===== src/hw/rtl/ofs_pkg.sv =====
`timescale 1ns / 1ps
package ofs_pkg;
    localparam int unsigned DEF_WIDTH = 16;
    localparam int unsigned STATUS_W  = 3;

    localparam logic [STATUS_W-1:0] ST_GCD_HIT = 3'd0;
    localparam logic [STATUS_W-1:0] ST_SPLIT   = 3'd1;
    localparam logic [STATUS_W-1:0] ST_ODD     = 3'd2;
    localparam logic [STATUS_W-1:0] ST_TRIVIAL = 3'd3;
    localparam logic [STATUS_W-1:0] ST_BAD     = 3'd4;
endpackage


===== src/hw/rtl/order_finding_factor_split_core.sv =====
`timescale 1ns / 1ps
// Channel  | Direction | tdata fields (low bit up)
// s_       | in        | modulus, base_value
// m_       | out       | factor_one, factor_two, order_found, status
//
// One request at a time: s_tready is high only while idle.
// Every reduction, gcd remainder and modular multiply runs through one shared restoring divider.
// A request makes k divider calls, k = gcd steps plus order-search and power multiplies,
// up to about 1.5*N+4*WIDTH.
// aresetn clears control state synchronously; a held result waits for m_tready.
module order_finding_factor_split_core #(
    parameter int unsigned WIDTH = ofs_pkg::DEF_WIDTH
) (
    input  logic                  aclk,
    input  logic                  aresetn,
    input  logic                  s_tvalid,
    output logic                  s_tready,
    // modulus, base_value
    input  logic [((2 * WIDTH + 7) / 8) * 8 - 1:0] s_tdata,
    output logic                  m_tvalid,
    input  logic                  m_tready,
    // factor_one, factor_two, order_found, status
    output logic [((3 * WIDTH + ofs_pkg::STATUS_W + 7) / 8) * 8 - 1:0] m_tdata
);
    localparam int unsigned RAW_W  = 3 * WIDTH + ofs_pkg::STATUS_W;
    localparam int unsigned DOUT_W = ((RAW_W + 7) / 8) * 8;
    localparam int unsigned DW     = 2 * WIDTH;
    localparam int unsigned CW     = $clog2(DW + 1);

    typedef enum logic [3:0] {
        S_IDLE, S_DIV, S_RED, S_GCD, S_GUPD, S_GDONE, S_COF,
        S_ORD, S_ORDM, S_POW, S_POWM, S_OUT
    } state_t;

    typedef enum logic [1:0] { G_A, G_P1, G_P2 } gsel_t;

    state_t                   state_reg, ret_reg;
    gsel_t                    gsel_reg;
    logic [DW-1:0]            num_reg;
    logic [WIDTH-1:0]         rem_reg, den_reg;
    logic [CW-1:0]            cnt_reg;
    logic [WIDTH-1:0]         n_reg, a_reg, gx_reg, gy_reg, cur_reg, x_reg, p1_reg;
    logic [WIDTH:0]           r_reg;
    logic [WIDTH-1:0]         pcnt_reg;
    logic [WIDTH-1:0]         f1_reg, f2_reg, ord_reg;
    logic [ofs_pkg::STATUS_W-1:0] st_reg;

    logic [WIDTH:0]           trial;
    logic                     qbit;
    logic [WIDTH-1:0]         base_in, n_in;

    assign n_in    = s_tdata[WIDTH-1:0];
    assign base_in = s_tdata[2*WIDTH-1:WIDTH];
    assign trial   = {rem_reg, num_reg[DW-1]};
    assign qbit    = (trial >= {1'b0, den_reg});

    assign s_tready = (state_reg == S_IDLE);
    assign m_tvalid = (state_reg == S_OUT);
    assign m_tdata  = {{(DOUT_W-RAW_W){1'b0}}, st_reg, ord_reg, f2_reg, f1_reg};

    always_ff @(posedge aclk) begin
        if (!aresetn) begin
            state_reg <= S_IDLE;
        end else begin
            unique case (state_reg)
                S_IDLE: begin
                    if (s_tvalid) begin
                        n_reg <= n_in;
                        if (n_in < WIDTH'(2)) begin
                            f1_reg    <= '0;
                            f2_reg    <= '0;
                            ord_reg   <= '0;
                            st_reg    <= ofs_pkg::ST_BAD;
                            state_reg <= S_OUT;
                        end else begin
                            num_reg   <= DW'(base_in);
                            den_reg   <= n_in;
                            rem_reg   <= '0;
                            cnt_reg   <= CW'(DW);
                            ret_reg   <= S_RED;
                            state_reg <= S_DIV;
                        end
                    end
                end
                S_DIV: begin
                    // shift in one dividend bit, subtract when it fits
                    rem_reg <= qbit ? WIDTH'(trial - {1'b0, den_reg}) : trial[WIDTH-1:0];
                    num_reg <= {num_reg[DW-2:0], qbit};
                    cnt_reg <= cnt_reg - CW'(1);
                    if (cnt_reg == CW'(1)) state_reg <= ret_reg;
                end
                S_RED: begin
                    a_reg     <= rem_reg;
                    gx_reg    <= rem_reg;
                    gy_reg    <= n_reg;
                    gsel_reg  <= G_A;
                    state_reg <= S_GCD;
                end
                S_GCD: begin
                    if (gy_reg == '0) begin
                        state_reg <= S_GDONE;
                    end else begin
                        num_reg   <= DW'(gx_reg);
                        den_reg   <= gy_reg;
                        rem_reg   <= '0;
                        cnt_reg   <= CW'(DW);
                        ret_reg   <= S_GUPD;
                        state_reg <= S_DIV;
                    end
                end
                S_GUPD: begin
                    gx_reg    <= gy_reg;
                    gy_reg    <= rem_reg;
                    state_reg <= S_GCD;
                end
                S_GDONE: begin
                    unique case (gsel_reg)
                        G_A: begin
                            if (gx_reg != WIDTH'(1)) begin
                                f1_reg    <= gx_reg;
                                num_reg   <= DW'(n_reg);
                                den_reg   <= gx_reg;
                                rem_reg   <= '0;
                                cnt_reg   <= CW'(DW);
                                ret_reg   <= S_COF;
                                state_reg <= S_DIV;
                            end else begin
                                cur_reg   <= a_reg;
                                r_reg     <= (WIDTH+1)'(1);
                                state_reg <= S_ORD;
                            end
                        end
                        G_P1: begin
                            p1_reg   <= gx_reg;
                            gx_reg   <= n_reg;
                            gy_reg   <= ((WIDTH+1)'(x_reg) + (WIDTH+1)'(1) == {1'b0, n_reg})
                                        ? '0 : x_reg + WIDTH'(1);
                            gsel_reg <= G_P2;
                            state_reg <= S_GCD;
                        end
                        G_P2: begin
                            ord_reg <= r_reg[WIDTH-1:0];
                            if (p1_reg == WIDTH'(1) || gx_reg == WIDTH'(1)) begin
                                f1_reg <= '0;
                                f2_reg <= '0;
                                st_reg <= ofs_pkg::ST_TRIVIAL;
                            end else begin
                                f1_reg <= p1_reg;
                                f2_reg <= gx_reg;
                                st_reg <= ofs_pkg::ST_SPLIT;
                            end
                            state_reg <= S_OUT;
                        end
                        default: state_reg <= S_IDLE;
                    endcase
                end
                S_COF: begin
                    f2_reg    <= num_reg[WIDTH-1:0];
                    ord_reg   <= '0;
                    st_reg    <= ofs_pkg::ST_GCD_HIT;
                    state_reg <= S_OUT;
                end
                S_ORD: begin
                    if (cur_reg != WIDTH'(1) && !r_reg[WIDTH]) begin
                        num_reg   <= DW'(cur_reg) * DW'(a_reg);
                        den_reg   <= n_reg;
                        rem_reg   <= '0;
                        cnt_reg   <= CW'(DW);
                        ret_reg   <= S_ORDM;
                        state_reg <= S_DIV;
                    end else if (r_reg[0]) begin
                        f1_reg    <= '0;
                        f2_reg    <= '0;
                        ord_reg   <= r_reg[WIDTH-1:0];
                        st_reg    <= ofs_pkg::ST_ODD;
                        state_reg <= S_OUT;
                    end else begin
                        x_reg     <= WIDTH'(1);
                        pcnt_reg  <= r_reg[WIDTH:1];
                        state_reg <= S_POW;
                    end
                end
                S_ORDM: begin
                    cur_reg   <= rem_reg;
                    r_reg     <= r_reg + (WIDTH+1)'(1);
                    state_reg <= S_ORD;
                end
                S_POW: begin
                    if (pcnt_reg != '0) begin
                        num_reg   <= DW'(x_reg) * DW'(a_reg);
                        den_reg   <= n_reg;
                        rem_reg   <= '0;
                        cnt_reg   <= CW'(DW);
                        ret_reg   <= S_POWM;
                        state_reg <= S_DIV;
                    end else begin
                        gx_reg    <= n_reg;
                        gy_reg    <= (x_reg == '0) ? n_reg - WIDTH'(1) : x_reg - WIDTH'(1);
                        gsel_reg  <= G_P1;
                        state_reg <= S_GCD;
                    end
                end
                S_POWM: begin
                    x_reg     <= rem_reg;
                    pcnt_reg  <= pcnt_reg - WIDTH'(1);
                    state_reg <= S_POW;
                end
                S_OUT: begin
                    if (m_tready) state_reg <= S_IDLE;
                end
                default: state_reg <= S_IDLE;
            endcase
        end
    end

`ifndef SYNTHESIS
    a_no_overlap: assert property (@(posedge aclk) disable iff (!aresetn)
        !(s_tready && m_tvalid)) else $error("ready and valid together");
    a_status_range: assert property (@(posedge aclk) disable iff (!aresetn)
        m_tvalid |-> st_reg <= ofs_pkg::ST_BAD) else $error("status out of range");
    a_retry_zero: assert property (@(posedge aclk) disable iff (!aresetn)
        m_tvalid && (st_reg == ofs_pkg::ST_ODD || st_reg == ofs_pkg::ST_TRIVIAL
        || st_reg == ofs_pkg::ST_BAD) |-> f1_reg == '0 && f2_reg == '0)
        else $error("factors on retry");
    a_div_nonzero: assert property (@(posedge aclk) disable iff (!aresetn)
        state_reg == S_DIV |-> den_reg != '0) else $error("divide by zero");
`endif
endmodule


===== config.mk =====
export PLATFORM = sky130hd
export DESIGN_NAME = order_finding_factor_split_core
export DESIGN_NICKNAME = d
export VERILOG_FILES = /design/src/hw/rtl/ofs_pkg.sv /design/src/hw/rtl/order_finding_factor_split_core.sv
export SDC_FILE = /design/constraint.sdc
export NUM_CORES = 2
export LEC_CHECK = 0
export ABC_AREA = 1
export ABC_CLOCK_PERIOD_IN_PS = 6600
export BUFFER_PORTS_ARGS = -buffer_cell sky130_fd_sc_hd__buf_2
export CAP_MARGIN = 10
export CORE_UTILIZATION = 40
export DETAILED_ROUTE_END_ITERATION = 10
export PLACE_DENSITY = 0.52
export REMOVE_ABC_BUFFERS = 1
export SETUP_SLACK_MARGIN = 0.1
export SYNTH_ARGS = -nofsm -noshare
export SYNTH_HDL_FRONTEND = slang
export SYNTH_SLANG_ARGS = --single-unit

===== constraint.sdc =====
create_clock -name aclk -period 6.6 [get_ports aclk]
set_clock_uncertainty 0.05 [all_clocks]
set_input_delay 0.33 -clock aclk [delete_from_list [all_inputs] [get_ports aclk]]
set_output_delay 0.33 -clock aclk [all_outputs]
set_load 0.02 [all_outputs]

* Word-level counts from Yosys, hierarchy flattened *
Index checks and enable logic that the tools add are counted.

word-level totals
  flip-flop bits (word level) = 276
  output and inout port bits = 58
  logic and storage cells = 195

cells by class
  add/sub/neg operators = 8
  multipliers = 2
  magnitude comparators = 2
  eq/ne operators = 38
  multiplexer cells = 96
  reductions and logical operators = 29

operator list
  kind                     number
  $mux W16                 37
  $pmux W16 S4             4
  $mux W32                 7
  $pmux W32 S6             1
  $pmux W16 S2             4
  $pmux W16 S6             1
  $pmux W16 S5             1
  $mul A16 B16 Y32         2
  $mux W4                  12
  $pmux W16 S3             1
  $sub A16 B1 Y16 const B  3
  $pmux W4 S11             1
  $mux W6                  7
  $pmux W6 S6              1
  $mux W17                 2
  $pmux W17 S2             1
  $eq A16 B1 Y1 const B    2
  $logic_not A16 Y1        2
  $ne A16 B1 Y1 const B    2
  $ne A2 B2 Y1 const B     13
  $mux W3                  7
  $pmux W4 S5              1
  $reduce_and A9 Y1        2
  $add A16 B1 Y17 const B  1
  other kinds (38)         60

* Longest topological paths before layout *
  depth in word-level cells = 5
  mapped depth = 26
  gate-level depth less buffers = 24

* Worst setup path after synthesis *
Ideal clock, no wire load.

  path type = register to register
  from = register x_reg[12]
  to = register num_reg[19], data pin
  data arrival time = 5.396 ns
  required time = 6.286 ns
  path slack = 0.890 ns
  cell stages (with the launch flop) = 23
  path buffers = 2
  period minus slack after synthesis = 5.710 ns
  cells stage by stage = edfxtp_1 > clkbuf_1 > clkbuf_1 > nand2_1 > fa_1 > fa_1 > fa_1 > inv_1 > fa_1 > fa_1 > inv_1 > fa_1 > inv_1 > ha_1 > a21oi_1 > o21ai_0 > a21oi_1 > nand2_1 > nand2_1 > nand2_1 > or2_2 > nand3_1 > nand3_1

between the ends
  word-level cells in the longest chain between the ends = 3

RTL lines
  element                   RTL line                                source
  start: declaration        order_finding_factor_split_core.sv:42   logic [WIDTH-1:0] n_reg, a_reg, gx_reg, gy_reg, cur_reg, x_reg, p1_reg;
  start signal: assignment  order_finding_factor_split_core.sv:204  x_reg <= rem_reg;
  $mul A16 B16 Y32          order_finding_factor_split_core.sv:190  num_reg <= DW'(x_reg) * DW'(a_reg);
  $mux W32                  order_finding_factor_split_core.sv:189  if (pcnt_reg != '0) begin
  $pmux W32 S6              order_finding_factor_split_core.sv:65   unique case (state_reg)
  end signal: assignment    order_finding_factor_split_core.sv:76   num_reg <= DW'(base_in);
  end signal: assignment    order_finding_factor_split_core.sv:88   num_reg <= {num_reg[DW-2:0], qbit};
  end signal: assignment    order_finding_factor_split_core.sv:190
  end: declaration          order_finding_factor_split_core.sv:39   logic [DW-1:0] num_reg;

Every way passes these cells. The select of a mux whose other input is x is not followed.
A chain may end at the register's enable or synchronous reset.

* Worst setup path in the final report *
  from = register cur_reg[4]
  to = register num_reg[26], data pin

between the ends
  word-level cells in the longest chain between the ends = 3

RTL lines
  element                   RTL line                                source
  start: declaration        order_finding_factor_split_core.sv:42
  start signal: assignment  order_finding_factor_split_core.sv:128  cur_reg <= a_reg;
  start signal: assignment  order_finding_factor_split_core.sv:184  cur_reg <= rem_reg;
  $mul A16 B16 Y32          order_finding_factor_split_core.sv:165  num_reg <= DW'(cur_reg) * DW'(a_reg);
  $mux W32                  order_finding_factor_split_core.sv:164  if (cur_reg != WIDTH'(1) && !r_reg[WIDTH]) begin
  $pmux W32 S6              order_finding_factor_split_core.sv:65
  end signal: assignment    order_finding_factor_split_core.sv:76
  end signal: assignment    order_finding_factor_split_core.sv:88
  end signal: assignment    order_finding_factor_split_core.sv:165

Every way passes these cells. The select of a mux whose other input is x is not followed.

==> run metrics <==
result of the run completed; main flop type after synthesis edfxtp_1; post-DP HPWL 90.1 mm; highest metal used met5; met2 routed WL 51.7 mm; largest net degree at the start of global routing 54; Final Cycle Share 94.3%; Yosys top cell by area edfxtp_1; H-tree levels 2; Fill cells 8,364; die height 290 um; Req. time, crit path 6830 ps; Hold Crit Class in2reg; area share of the largest cell type after synthesis 24.6%; Synth Area per Inst 7.94 um2; CTS Sinks 275; Setup-failing EPs final 0; Finished Layout Cells 5,340; total gr overflow 0; sequential share of the synthesized area 24.9%; Tightest Pin Transition 1270 ps; top cells by area, synth edfxtp_1 (25%), fa_1 (24%), nand2_1 (11%), inv_1 (11%), ha_1 (8.9%); first-pass detailed-route iteration total 6; #FFs+latches synth 275; DRC viols 0; share of layout cells above drive strength 1 7.43%; Setup TNS 0 ps; FFs w/ async S/R, synth 0%; LEAKAGE 18.7 nW; final wirelength 113 mm; Die Width 290 um; CP Class reg2reg; final hold vios 0; CP max-delay cell edfxtp_1; Unique masters post-synth 58; post-route cell area 36,400 um2; I/O pins 94; FMAX 0.161 GHz; setup ws final 375 ps; Max-slew headroom 15.7%; pre-CTS setup slack 192 ps; Slew Viols, Final 0; initial core utilization 40.3%; CP max FO 17; via-per-instance ratio 5.22; synth-to-layout area growth 10.2%; Post-synth top cells nand2_1 (1,002), inv_1 (964), fa_1 (389), nor2_1 (272), edfxtp_1 (271); max cap viols 0; initial antenna violation count 1; fin crit period 6220 ps; Synth Instances 4,165; CTS Buf Count 36; Routed wire per std cell 21.2 um; Final ANT Viol Nets 0; critical path's largest stage delay 710 ps; number of buffers added on ports 88; first-pass GRT wire length 173 mm; top-count cell post-synth nand2_1; Critical Path Sink Type flip-flop; num rows 105; synth warn 0; Post-synth EDFFs 271; delay-heaviest family, CP adder cells; Reg area 8220 um2; WL met1 49.7 mm; Cell Area, Synth 33,100 um2; CTS clk-pin slew, worst paths 60 ps; nets 4,901; Skew-Pair Late Insertion Delay 570 ps; post-placement cell count 5,237; Multi-input gate area 20,500 um2; power per cell area 501 nW/um2; vias in the first global route 28,200; total global-route track usage 27.7%; CTS root buf clkbuf_16; Largest register FFs 32; RSZ-0062 raised after global routing false; Iteration-0 DRC Markers 2,264; DIE AREA 83,800 um2; CP Cell Sequence nand2_1 > inv_1 > fa_1 > inv_1 > fa_1 > inv_1 > fa_1 > fa_1 > fa_1 > inv_1 > fa_1 > inv_1 > ha_1 > a21oi_1 > inv_1 > a21oi_1 > o21ai_0 > nand2_1 > nand3_1 > o21ai_0 > nand3_1; VDD IR max 0.000395 V; core box area 82,000 um2; metal3 WL 7.46 mm; WP data arrival 6460 ps; CTS Buffer Depth 3; Placer Congestion 0.957; Via Count 27,900; DP Area 34,900 um2; CP bufs+invs 6; Worst setup SP type flip-flop; CTS tree yes
-- power by group --
group | internal, W | switching [W]
combinational | 0.00449 | 0.00898
clock | 0.00114 | 0.000846
sequential | 0.00242 | 0.000371
total | 0.00806 | 0.0102
-- kinds of logic after synthesis --
logic type / Yosys count / share of synthesized area, %
buf+inv: 1161 / 13.5
fa+ha+maj: 625 / 32.5
xor+xnor: 36 / 0.995
other cells: 1 / 0.0113
simple gates: 1615 / 20.4
compound gates: 452 / 7.73
flops: 275 / 24.9
-- cells in the final DEF (no fill, tap or decap), types with 36 or more instances in the layout --
cell       instances
ha_1             236
a21oi_1          151
o22ai_1           36
edfxtp_1         271
nor2_1           272
inv_1            964
nand2_1         1002
nand3_1          171
buf_4            108
o21ai_0          162
fa_1             389
clkbuf_16         36
buf_2             88
nand4_1           64
-- routing by layer --
layer	GRT usage, %	up-vias
met5	0	-
met4	9.31	2
met3	3.90	192
met2	44.8	1041
met1	38.1	13600
li1	-	13000
-- path summary, 6_finish.rpt --
| path | from | endpoint | slack (ps) | cells past startpoint |
|---|---|---|---|---|
| worst min-delay path | m_tready | state_reg[1] | 20 | 4 |
| worst max register to register | cur_reg[4] | num_reg[26] | 380 | 21 |
| worst max-delay path | cur_reg[4] | num_reg[26] | 380 | 21 |
| worst min register to register | gx_reg[3] | p1_reg[3] | 400 | 0 |
-- worst min-delay path, stage by stage --
cell	delay (ps)
buf_2	70
inv_1	30
nand2_1	90
a21oi_1	70
-- stage by stage --
step	hold slack [ps]	utilization, %	power [W]
finish	22.5	44.5	0.0183
global route	29.3	44.4	0.0201
CTS	17.9	44.2	0.0182
detailed placement	385	42.6	0.0161
global placement	385	42.6	0.0162
floorplan	376	-	0.0118
-- cell type report --
cell class              instances  share of cell area [%]
diodes                          2                  0.0137
clock buffers                  43                    2.54
clock inverters                23                   0.659
inverters                     974                    10.0
multi-input cells            2733                    56.2
flip-flops and latches        275                    22.6
well taps                    1070                    3.67
repair buffers                220                    4.34
-- what timing repair did --
item,in CTS,in global routing
endpoints found under the hold margin,15,0
hold buffers,15,0
setup endpoints to repair,0,8
buffers inserted,0,20
gates resized for setup,0,4
No activity file was read; power rests on OpenSTA's default activity.
